--- src/rtl/assert_macros.svh ---
// Assertion macros used by the tracker top level
`ifndef ASSERT_MACROS_SVH
`define ASSERT_MACROS_SVH
`ifndef ASSERT_OFF
`define ASSERT_IMPLIES(label, clk, rst_n, a, c) \
    label: assert property (@(posedge clk) disable iff (!rst_n) (a) |-> (c)) else $error("fail");
`define ASSERT_NEXT(label, clk, rst_n, a, c) \
    label: assert property (@(posedge clk) disable iff (!rst_n) (a) |=> (c)) else $error("fail");
`else
`define ASSERT_IMPLIES(label, clk, rst_n, a, c)
`define ASSERT_NEXT(label, clk, rst_n, a, c)
`endif
`endif

--- src/rtl/frt_pkg.sv ---
// Types, constants and codes of the fragment reassembly tracker
package frt_pkg;
    localparam int NumSlots = 16;
    localparam int MaxFrags = 64;
    localparam int SlotW = $clog2(NumSlots);
    localparam int IdxW = $clog2(MaxFrags);
    localparam int TotW = IdxW + 1;
    localparam logic [15:0] HdrBytes = 16'd32;
    localparam logic [15:0] MtuReset = 16'd1472;

    typedef enum logic [1:0] {
        REQ_FRAG  = 2'd0,
        REQ_TICK  = 2'd1,
        REQ_PURGE = 2'd2,
        REQ_NONE  = 2'd3
    } t_req;

    typedef enum logic [3:0] {
        ST_STORED   = 4'd0,
        ST_COMPLETE = 4'd1,
        ST_SHORT    = 4'd2,
        ST_BAD_IDX  = 4'd3,
        ST_NONLAST  = 4'd4,
        ST_MISMATCH = 4'd5,
        ST_DUP      = 4'd6,
        ST_FULL     = 4'd7,
        ST_TOO_MANY = 4'd8,
        ST_DONE     = 4'd9
    } t_status;

    typedef enum logic [2:0] {
        S_IDLE,
        S_SCAN,
        S_MUL_OFS,
        S_MUL_LEN,
        S_EMIT
    } t_state;

    typedef struct packed {
        logic [1:0]  req_type;
        logic [63:0] msg_id_high;
        logic [63:0] msg_id_low;
        logic [63:0] frag_index;
        logic [63:0] frag_total;
        logic [15:0] packet_bytes;
        logic [31:0] age_limit;
    } t_req_word;

    typedef struct packed {
        logic [3:0]  status;
        logic [3:0]  slot;
        logic [21:0] write_offset;
        logic [15:0] write_bytes;
        logic [22:0] message_bytes;
        logic [4:0]  purged_count;
    } t_rsp_word;
endpackage

--- src/rtl/frt_mul.sv ---
// Shared registered multiplier for offsets and message length
module frt_mul (
    input  logic        i_clk,
    input  logic [6:0]  i_a,
    input  logic [15:0] i_b,
    output logic [22:0] o_p
);
    always_ff @(posedge i_clk) begin
        o_p <= 23'(i_a) * 23'(i_b);
    end
endmodule

--- src/rtl/fragment_reassembly_tracker.sv ---
// Top level of the fragment reassembly tracker
// Fragment and purge words pass a slot scan, offset multiply, length multiply and emit
// before the result strobe; tick and unknown words finish in the scan state.
// Busy from accept until the result strobe; the next word is taken at the edge ending
// the strobe, so only one word is in flight at a time.
// Results strobe for one cycle; the receiver cannot stall.
// Synchronous active-low reset frees all slots, zeroes time, restores mtu 1472.
`include "assert_macros.svh"
module fragment_reassembly_tracker (
    input  logic                  i_clk,
    input  logic                  i_rst_n,
    input  logic                  start,
    output logic                  busy,
    input  frt_pkg::t_req_word    i_req,
    input  logic                  i_cfg_we,
    input  logic [15:0]           i_cfg_data,
    output logic                  o_rsp_valid,
    output frt_pkg::t_rsp_word    o_rsp
);
    localparam int SW = frt_pkg::SlotW;
    localparam int IW = frt_pkg::IdxW;
    localparam int TW = frt_pkg::TotW;
    localparam int NS = frt_pkg::NumSlots;

    frt_pkg::t_state r_state, n_state;
    frt_pkg::t_req_word r_req;
    logic [15:0] r_mtu;
    logic [31:0] r_time;
    logic [NS-1:0] r_use;
    logic [63:0] r_idh [NS];
    logic [63:0] r_idl [NS];
    logic [TW-1:0] r_tot [NS];
    logic [63:0] r_map [NS];
    logic [15:0] r_tail [NS];
    logic [31:0] r_touch [NS];

    logic [SW:0] r_cnt;
    logic r_hit, r_free_ok;
    logic [SW-1:0] r_hit_slot, r_free_slot;
    logic [4:0] r_purged;
    frt_pkg::t_rsp_word r_rsp;
    logic r_valid;
    logic n_valid;
    logic [15:0] r_pkt;
    logic [22:0] mul_p;
    logic [6:0] mul_a;
    logic [15:0] payload;
    logic [SW-1:0] cur;
    logic id_eq;

    assign cur = r_cnt[SW-1:0];
    assign payload = (r_mtu > frt_pkg::HdrBytes) ? r_mtu - frt_pkg::HdrBytes : 16'd0;
    assign id_eq = r_use[cur] && r_idh[cur] == r_req.msg_id_high
                   && r_idl[cur] == r_req.msg_id_low;
    assign mul_a = (r_state == frt_pkg::S_MUL_OFS) ? 7'(r_req.frag_index[IW-1:0])
                                                 : 7'(r_req.frag_total[TW-1:0] - 1'b1);

    frt_mul u_mul (.i_clk(i_clk), .i_a(mul_a), .i_b(payload), .o_p(mul_p));

    assign busy = r_state != frt_pkg::S_IDLE;
    assign o_rsp_valid = r_valid;
    assign o_rsp = r_rsp;
    assign n_valid = (r_state == frt_pkg::S_EMIT)
                     || (r_state == frt_pkg::S_SCAN
                         && (r_req.req_type == frt_pkg::REQ_TICK
                             || r_req.req_type == frt_pkg::REQ_NONE));

    always_comb begin
        n_state = r_state;
        unique case (r_state)
            frt_pkg::S_IDLE:    if (start) n_state = frt_pkg::S_SCAN;
            frt_pkg::S_SCAN: begin
                if (r_req.req_type == frt_pkg::REQ_TICK || r_req.req_type == frt_pkg::REQ_NONE)
                    n_state = frt_pkg::S_IDLE;
                else if (r_cnt == (SW+1)'(NS)) n_state = frt_pkg::S_MUL_OFS;
            end
            frt_pkg::S_MUL_OFS: n_state = frt_pkg::S_MUL_LEN;
            frt_pkg::S_MUL_LEN: n_state = frt_pkg::S_EMIT;
            frt_pkg::S_EMIT:    n_state = frt_pkg::S_IDLE;
            default:            n_state = frt_pkg::S_IDLE;
        endcase
    end

    logic idle_more;
    assign idle_more = (r_time - r_touch[cur]) > r_req.age_limit;

    // final decision, done in S_EMIT with registered products
    logic [22:0] r_ofs;
    logic [SW-1:0] s;
    logic [63:0] newmap, bit_m, fullm;
    logic last, dup;
    logic [15:0] bytes;
    assign s = r_hit ? r_hit_slot : r_free_slot;
    assign last = r_req.frag_index == r_req.frag_total - 64'd1;
    assign bit_m = 64'd1 << r_req.frag_index[IW-1:0];
    assign dup = r_hit && (r_map[s] & bit_m) != 64'd0;
    assign newmap = (r_hit ? r_map[s] : 64'd0) | bit_m;
    assign fullm = (r_req.frag_total >= 64'd64) ? '1
                   : ((64'd1 << r_req.frag_total[5:0]) - 64'd1);
    assign bytes = r_pkt - frt_pkg::HdrBytes;

    always_ff @(posedge i_clk) begin
        if (!i_rst_n) begin
            r_state <= frt_pkg::S_IDLE;
            r_use <= '0;
            r_time <= '0;
            r_mtu <= frt_pkg::MtuReset;
            r_valid <= 1'b0;
        end else begin
            r_state <= n_state;
            r_valid <= n_valid;
            if (i_cfg_we) r_mtu <= i_cfg_data;
            unique case (r_state)
                frt_pkg::S_IDLE: if (start) begin
                    r_req <= i_req;
                    r_cnt <= '0;
                    r_hit <= 1'b0;
                    r_free_ok <= 1'b0;
                    r_purged <= '0;
                    r_pkt <= (i_req.packet_bytes > r_mtu) ? r_mtu : i_req.packet_bytes;
                end
                frt_pkg::S_SCAN: begin
                    if (r_req.req_type == frt_pkg::REQ_TICK
                        || r_req.req_type == frt_pkg::REQ_NONE) begin
                        if (r_req.req_type == frt_pkg::REQ_TICK) r_time <= r_time + 32'd1;
                        r_rsp <= '{status: frt_pkg::ST_DONE, default: '0};
                    end else if (r_cnt != (SW+1)'(NS)) begin
                        r_cnt <= r_cnt + 1'b1;
                        if (r_req.req_type == frt_pkg::REQ_PURGE) begin
                            if (r_use[cur] && idle_more) begin
                                r_use[cur] <= 1'b0;
                                r_purged <= r_purged + 5'd1;
                            end
                        end else begin
                            if (id_eq && !r_hit) begin
                                r_hit <= 1'b1;
                                r_hit_slot <= cur;
                            end
                            if (!r_use[cur] && !r_free_ok) begin
                                r_free_ok <= 1'b1;
                                r_free_slot <= cur;
                            end
                        end
                    end
                end
                frt_pkg::S_MUL_OFS: ;
                frt_pkg::S_MUL_LEN: r_ofs <= mul_p;
                frt_pkg::S_EMIT: begin
                    r_rsp <= '0;
                    if (r_req.req_type == frt_pkg::REQ_PURGE) begin
                        r_rsp.status <= frt_pkg::ST_DONE;
                        r_rsp.purged_count <= r_purged;
                    end else if (r_pkt <= frt_pkg::HdrBytes) begin
                        r_rsp.status <= frt_pkg::ST_SHORT;
                    end else if (r_req.frag_index >= r_req.frag_total) begin
                        r_rsp.status <= frt_pkg::ST_BAD_IDX;
                    end else if (!last && r_pkt != r_mtu) begin
                        r_rsp.status <= frt_pkg::ST_NONLAST;
                    end else if (r_hit && 64'(r_tot[s]) != r_req.frag_total) begin
                        r_rsp.status <= frt_pkg::ST_MISMATCH;
                        r_rsp.slot <= 4'(s);
                    end else if (!r_hit && r_req.frag_total > 64'(frt_pkg::MaxFrags)) begin
                        r_rsp.status <= frt_pkg::ST_TOO_MANY;
                    end else if (!r_hit && !r_free_ok) begin
                        r_rsp.status <= frt_pkg::ST_FULL;
                    end else begin
                        r_rsp.slot <= 4'(s);
                        r_touch[s] <= r_time;
                        if (!r_hit) begin
                            r_idh[s] <= r_req.msg_id_high;
                            r_idl[s] <= r_req.msg_id_low;
                            r_tot[s] <= r_req.frag_total[TW-1:0];
                        end
                        if (dup) begin
                            r_rsp.status <= frt_pkg::ST_DUP;
                        end else begin
                            r_map[s] <= newmap;
                            r_rsp.write_offset <= r_ofs[21:0];
                            r_rsp.write_bytes <= bytes;
                            if (newmap == fullm) begin
                                r_rsp.status <= frt_pkg::ST_COMPLETE;
                                r_use[s] <= 1'b0;
                                r_rsp.message_bytes <= mul_p
                                    + 23'(last ? bytes : (r_hit ? r_tail[s] : 16'd0));
                            end else begin
                                r_rsp.status <= frt_pkg::ST_STORED;
                                r_use[s] <= 1'b1;
                                if (last) r_tail[s] <= bytes;
                                else if (!r_hit) r_tail[s] <= 16'd0;
                            end
                        end
                    end
                end
                default: ;
            endcase
        end
    end

    `ASSERT_IMPLIES(a_valid_busy_end, i_clk, i_rst_n, r_valid, r_state == frt_pkg::S_IDLE)
    `ASSERT_NEXT(a_start_busy, i_clk, i_rst_n, start && !busy, busy)
    `ASSERT_IMPLIES(a_cnt_range, i_clk, i_rst_n, busy, r_cnt <= (SW+1)'(NS))
endmodule
--- config.mk ---
export PLATFORM = sky130hd
export DESIGN_NAME = fragment_reassembly_tracker
export DESIGN_NICKNAME = d
export VERILOG_FILES = /design/src/rtl/frt_pkg.sv /design/src/rtl/frt_mul.sv /design/src/rtl/fragment_reassembly_tracker.sv
export VERILOG_INCLUDE_DIRS = /design/src /design/src/rtl
export SDC_FILE = /design/constraint.sdc
export NUM_CORES = 2
export LEC_CHECK = 0
export BUFFER_PORTS_ARGS = -buffer_cell sky130_fd_sc_hd__buf_4
export CELL_PAD_IN_SITES_DETAIL_PLACEMENT = 0
export CELL_PAD_IN_SITES_GLOBAL_PLACEMENT = 1
export CORE_UTILIZATION = 50
export CTS_BUF_LIST = sky130_fd_sc_hd__clkbuf_4
export DETAILED_ROUTE_END_ITERATION = 10
export PLACE_DENSITY = 0.79
export SYNTH_ARGS = -nofsm -noshare
export SYNTH_HDL_FRONTEND = slang
export SYNTH_SLANG_ARGS = --single-unit
--- constraint.sdc ---
create_clock -name i_clk -period 17.68 [get_ports i_clk]
set_clock_uncertainty 0.2 [all_clocks]
set_input_delay 2.652 -clock i_clk [delete_from_list [all_inputs] [get_ports i_clk]]
set_output_delay 2.652 -clock i_clk [all_outputs]
set_load 0.1 [all_outputs]
# ---- Word level (Yosys, flattened, before mapping)
# Memories as Yosys holds them, arrays and structs flattened. A register that Yosys moved wholly into a read port is not among the register bits.
# Index checks and enable logic that the tools add are counted.
dict set report word_totals {
  regBits 513
  mem_count 6
  elab_cells 270
  ramBits 3952
}
dict set report classes {
  n_reduce_logical 36
  n_shift 2
  mux 135
  eq_ne 33
  mul 1
  addsub 10
  n_lt_le_gt_ge 11
  bitwise_logic 10
}
# name words width rd rd_clocked_by_memory_dff wr line_no
set memory_table {}
lappend memory_table {r_idh 16 64 1 1 1 fragment_reassembly_tracker.sv:30} ;# logic [63:0] r_idh [NS];
lappend memory_table {r_idl 16 64 1 1 1 fragment_reassembly_tracker.sv:31} ;# logic [63:0] r_idl [NS];
lappend memory_table {r_map 16 64 1 0 1 fragment_reassembly_tracker.sv:33} ;# logic [63:0] r_map [NS];
lappend memory_table {r_touch 16 32 1 1 1 fragment_reassembly_tracker.sv:35} ;# logic [31:0] r_touch [NS];
lappend memory_table {r_tail 16 16 1 0 1 fragment_reassembly_tracker.sv:34} ;# logic [15:0] r_tail [NS];
lappend memory_table {r_tot 16 7 1 0 1 fragment_reassembly_tracker.sv:32} ;# logic [TW-1:0] r_tot [NS];
# operator count
set ops {}
lappend ops {{two-way mux 65 bit} 6}
lappend ops {{two-way mux 16 bit} 18}
lappend ops {{equality test 64 bit} 4}
lappend ops {{case mux 74 bit (2 select lines)} 1}
lappend ops {{two-way mux 64 bit} 2}
lappend ops {{left shift 1 x 6 -> 64 bit, first input constant} 2}
lappend ops {{subtractor 64 x 1 -> 64 bit, second input constant} 2}
lappend ops {{two-way mux 61 bit} 2}
lappend ops {{two-way mux 74 bit} 1}
lappend ops {{two-way mux 1 bit} 71}
lappend ops {{bitwise AND 64 bit} 1}
lappend ops {{greater-or-equal comparator 64 bit} 1}
lappend ops {{greater-or-equal comparator 64 x 7 -> 1 bit, second input constant} 1}
lappend ops {{greater-than comparator 64 x 7 -> 1 bit, second input constant} 1}
lappend ops {{inequality test 7 x 64 -> 1 bit} 1}
lappend ops {{OR 64 bit} 1}
lappend ops {{nonzero test 64 bit} 1}
lappend ops {{two-way mux 4 bit} 11}
lappend ops {{two-way mux 5 bit} 8}
lappend ops {{adder 32 x 1 -> 32 bit, second input constant} 1}
lappend ops {{bitwise AND 16 bit} 2}
lappend ops {{greater-than comparator 32 bit} 1}
lappend ops {{NOT 16 bit} 2}
lappend ops {{case mux 16 bit (2 select lines)} 1}
lappend ops {{46 further kinds} 96}

# ---- Longest topological paths before layout
# An unclocked memory read counts as a cell.
dict set report depth {
  word_depth 18
  depth_mapped 40
}

# ---- By module
# Synthesis repeated with hierarchy kept, for this count alone.
dict set report hier_totals {
  hier_cells 10307
  hier_area_um2 185755.7
}
# module cells_per_inst area_each_um2 seq_area_each_um2 instances
set modules_own_cells {}
lappend modules_own_cells {fragment_reassembly_tracker 9841 181614.2 132787.4 1}
lappend modules_own_cells {frt_mul 466 4141.5 460.4 1}

# ---- Worst setup path before layout
# OpenSTA, ideal clock, no wires.
dict set report synth_timing {
  path_kind {input port to flip-flop}
  start {input port i_rst_n}
  end {register r_pkt[0] (enable)}
  slack_ps 640
  stages 4
  arrival_ps 15862
  n_path_buf 2
  cell_sequence {clkbuf_1 > clkbuf_1 > nand2_1 > nor2_1}
}
dict set report synth_between {
  elab_chain_cells 1
}
# element line_no
set synth_lines {}
lappend synth_lines {{start: declaration} fragment_reassembly_tracker.sv:11} ;# input logic i_rst_n,
lappend synth_lines {{AND reduction 3 bit (no line)} --}
lappend synth_lines {{end signal: assignment} fragment_reassembly_tracker.sv:120} ;# r_pkt <= (i_req.packet_bytes > r_mtu) ? r_mtu : i_req.packet_bytes;
lappend synth_lines {{end: declaration} fragment_reassembly_tracker.sv:44} ;# logic [15:0] r_pkt;
# Every way passes these cells.
# A chain may end at the register's enable or synchronous reset.

==> flow_metrics.py <==
metrics = {
    "cts": {
        "h-tree-depth": 7,
        "cts_buffer_depth": 5,
        "clkLatencyLatePin_ps": 1710,
        "numCtsBuffers": 1201,
        "clock-sinks": 4469,
        "root_buffer": "clkbuf_4",
        "cts_setup_buffers": 0,
        "cts_hold_buffers": 0,
        "clkTransAtPathRegs_ps": 60,
        "cts_tree": "yes",
        "cts_resized": 0,
    },
    "global_route": {
        "first_global_vias": 112000,
        "track_usage_pct": 27.2,
        "grt_max_degree": 141,
        "grt-ovfl-total": 0,
        "grt_first_pass_wirelength_um": 748000,
        "antenna_found_initial": 36,
    },
    "die": {
        "num_rows": 224,
        "die-area_um2": 378000,
        "chipWidth_um": 615,
        "die_h_um": 615,
        "ios": 402,
        "core_um2": 373000,
        "start_util_pct": 50.3,
    },
    "route": {
        "dr_total_vias": 109000,
        "drtIter0Drc": 13000,
        "drt_pass1_iterations": 10,
        "avgRoutedWirePerCell_um": 29.4,
        "drc": 0,
        "vias_per_cell": 6.20,
        "drt-total-wl_um": 517000,
        "ant_nets": 0,
    },
    "setup_path": {
        "slowest_delay_ps": 860,
        "crit_fanout": 47,
        "cp-end-kind": "flip-flop",
        "worstPathArrival_ps": 11140,
        "worst-setup-path-type": "reg2reg",
        "cp-start-kind": "flip-flop",
        "cp_slowest_cell": "a21oi_1",
        "crit_required_ps": 18960,
        "path_common_cell": "o21ai_0",
    },
    "job": {
        "cap_violations": 0,
    },
    "pwr": {
        "p_per_area_nw_per_um2": 107,
        "peakVddDrop_v": 0.0000817,
        "p_total_w": 0.0225,
        "p_leak_nw": 71.1,
    },
    "placed_design": {
        "io_buffer_count": 401,
        "finalWeightedCongestion": 0.921,
        "dpl.hpwl_um": 300000,
    },
    "layout": {
        "layout.nets": 12400,
        "area_growth_pct": 12.7,
        "num-fill-cells": 28300,
        "fin_util_pct": 56.7,
        "drive_gt1_share_pct": 28.3,
    },
    "sta": {
        "rsz0062_at_grt": "no",
        "holdWs_ps": 284,
        "worst_slew_pin_slew_ps": 1330,
        "min_period_ps": 9860,
        "max_freq_mhz": 101,
        "final_hold_viol_count": 0,
        "slew_viol_final": 0,
        "finalCritPeriodShare_pct": 55.8,
        "setup_viol": 0,
        "timing.setup.tns_ps": 0,
        "slew_headroom_pct": 10.7,
    },
    "yosys": {
        "synthesis.instances": 10500,
        "async_reset_ff_share_pct": 0,
        "synth.distinct_cells": 111,
        "ys.flop_type": "edfxtp_1",
        "synth.avg_cell_area_um2": 17.9,
        "syn-cell-area_um2": 188000,
        "synth-seq-cells": 4469,
        "synth_enable_flop_cells": 4374,
        "synth_seq_area_share_pct": 71.0,
        "synthesis.nets": 11100,
        "yosysWarningCount": 0,
    },
    "min_path": {
        "hp-class": "reg2reg",
    },
    "status": {
        "status": "finished, final reports clean",
    },
}
## where the power goes
group | internal (W) | switching (W)
clock | 0.00465 | 0.00408
sequential | 0.0117 | 0.000144
combinational | 0.000847 | 0.00114
total | 0.0172 | 0.00537
## metrics by stage
| step | cells | worst slack [ps] | cell area (um2) |
|---|---|---|---|
| 5_1_grt | 17600 | 7150 | 211000 |
| 6_report | 17600 | 7820 | 211000 |
| 2_1_floorplan | 10500 | 640 | 188000 |
| 4_1_cts | 17500 | 7740 | 211000 |
| 3_3_place_gp | 15500 | 7680 | 197000 |
| 3_5_place_dp | 15500 | 7800 | 197000 |
## per-layer routing
| layer | GRT usage [%] | part of all wire (%) |
|---|---|---|
| met5 | 0 | 0.014 |
| met4 | 12.5 | 3.9 |
| met3 | 5.32 | 8.4 |
| met2 | 44.7 | 50 |
| met1 | 35.3 | 38 |
## cells in the final DEF (no fill, tap or decap), drive strengths merged, types with 54 or more instances in the layout
cell type and count:
edfxtp 4374, clkbuf 1704, mux4 912, buf 668, a21o 597, nand2 401, nor2 398, inv 347
a21oi 317, clkinv 236, ha 214, mux2i 192, xnor2 174, xor2 159, o21ai 154, nand3 142
nor3 122, a41oi 116, nand4 97, dfxtp 95, and3 89, fa 71, nor4 67, o22ai 64
nor2b 55, a211oi 54
## cell usage after synthesis, types with 14 or more instances
cell type,instances,share of area (%)
and3_1,89,0.30
o2111ai_1,46,0.21
a2111oi_0,43,0.20
o21ai_0,150,0.40
nor4_1,63,0.21
nor2_1,397,0.79
o41ai_1,26,0.12
a31oi_1,30,0.10
nand4_1,96,0.32
nand3_1,139,0.37
nand2b_1,37,0.12
a41oi_1,116,0.54
buf_1,88,0.18
and2_1,41,0.14
dfxtp_1,95,1.0
or3_1,31,0.10
or2_2,18,0.060
o22ai_1,64,0.21
o211ai_1,29,0.12
buf_4,22,0.088
o221a_2,14,0.084
and4_1,17,0.079
buf_2,151,0.40
xnor2_1,174,0.81
mux2_2,39,0.23
nand3b_1,19,0.076
clkbuf_1,285,0.57
a21oi_1,313,0.84
o21a_1,22,0.088
xor2_1,159,0.74
nor2b_1,55,0.18
a211oi_1,52,0.21
edfxtp_1,4374,70
o31ai_1,29,0.12
a22oi_1,34,0.14
fa_1,71,0.76
ha_1,214,1.4
nand2_1,401,0.80
a21o_1,597,2.4
or4_1,16,0.064
mux2i_1,192,1.0
nor3_1,120,0.32
buf_6,17,0.10
mux4_2,900,11
inv_1,319,0.64
## critical path, delay by kind of cell, from the launching register on
kind	cells	cell delay (ps)
flip-flops	1	790
XOR/XNOR	1	160
AO/OA/AOI/OAI	15	4220
AND/OR/NAND/NOR	5	880
adder cells (fa/ha/maj)	2	540
multiplexers	2	1080
buffers and inverters	3	1720
## final timing paths
path	startpoint	to	slack, ps	cells after the start
max	flip-flop	flip-flop	7820	28
min	flip-flop	flip-flop	280	2
max reg2reg	flip-flop	flip-flop	7820	28
min reg2reg	flip-flop	flip-flop	280	2
## state kept, by name (all words and copies together), names as in the netlist, named ones only
| register | flops |
|---|---|
| o_rsp | 74 |
| o_rsp_valid | 1 |
| r_cnt | 5 |
| r_free_ok | 1 |
| r_free_slot | 4 |
| r_hit | 1 |
| r_hit_slot | 4 |
| r_idh | 1024 |
| r_idl | 1024 |
| r_map | 1024 |
| r_mtu | 16 |
| r_ofs | 22 |
| r_pkt | 16 |
| r_purged | 5 |
| r_req | 290 |
| r_state | 3 |
| r_tail | 256 |
| r_time | 32 |
| r_tot | 112 |
| r_touch | 512 |
| u_mul.o_p | 23 |
## final cells by class
| cell class | count | area (um2) | area share (%) |
|---|---|---|---|
| Sequential cell | 4469 | 133000 | 63.0 |
| Inverter | 325 | 1220 | 0.577 |
| Multi-Input combinational cell | 5112 | 51100 | 24.2 |
| Timing Repair Buffer | 668 | 5250 | 2.48 |
| Clock inverter | 279 | 1560 | 0.736 |
| Clock buffer | 1704 | 12800 | 6.05 |
| Antenna cell | 45 | 113 | 0.0532 |
| Tap cell | 4972 | 6220 | 2.94 |
## kinds of logic after synthesis
family | synth area share [%]
AOI/OAI and AO/OA | 6.58
DFF | 71.0
buffers and inverters | 2.05
xor gates and xnor gates | 1.55
muxes | 12.2
and+or+nand+nor | 4.35
adders and majority gates | 2.18
Power figures use the tool's default switching activity.
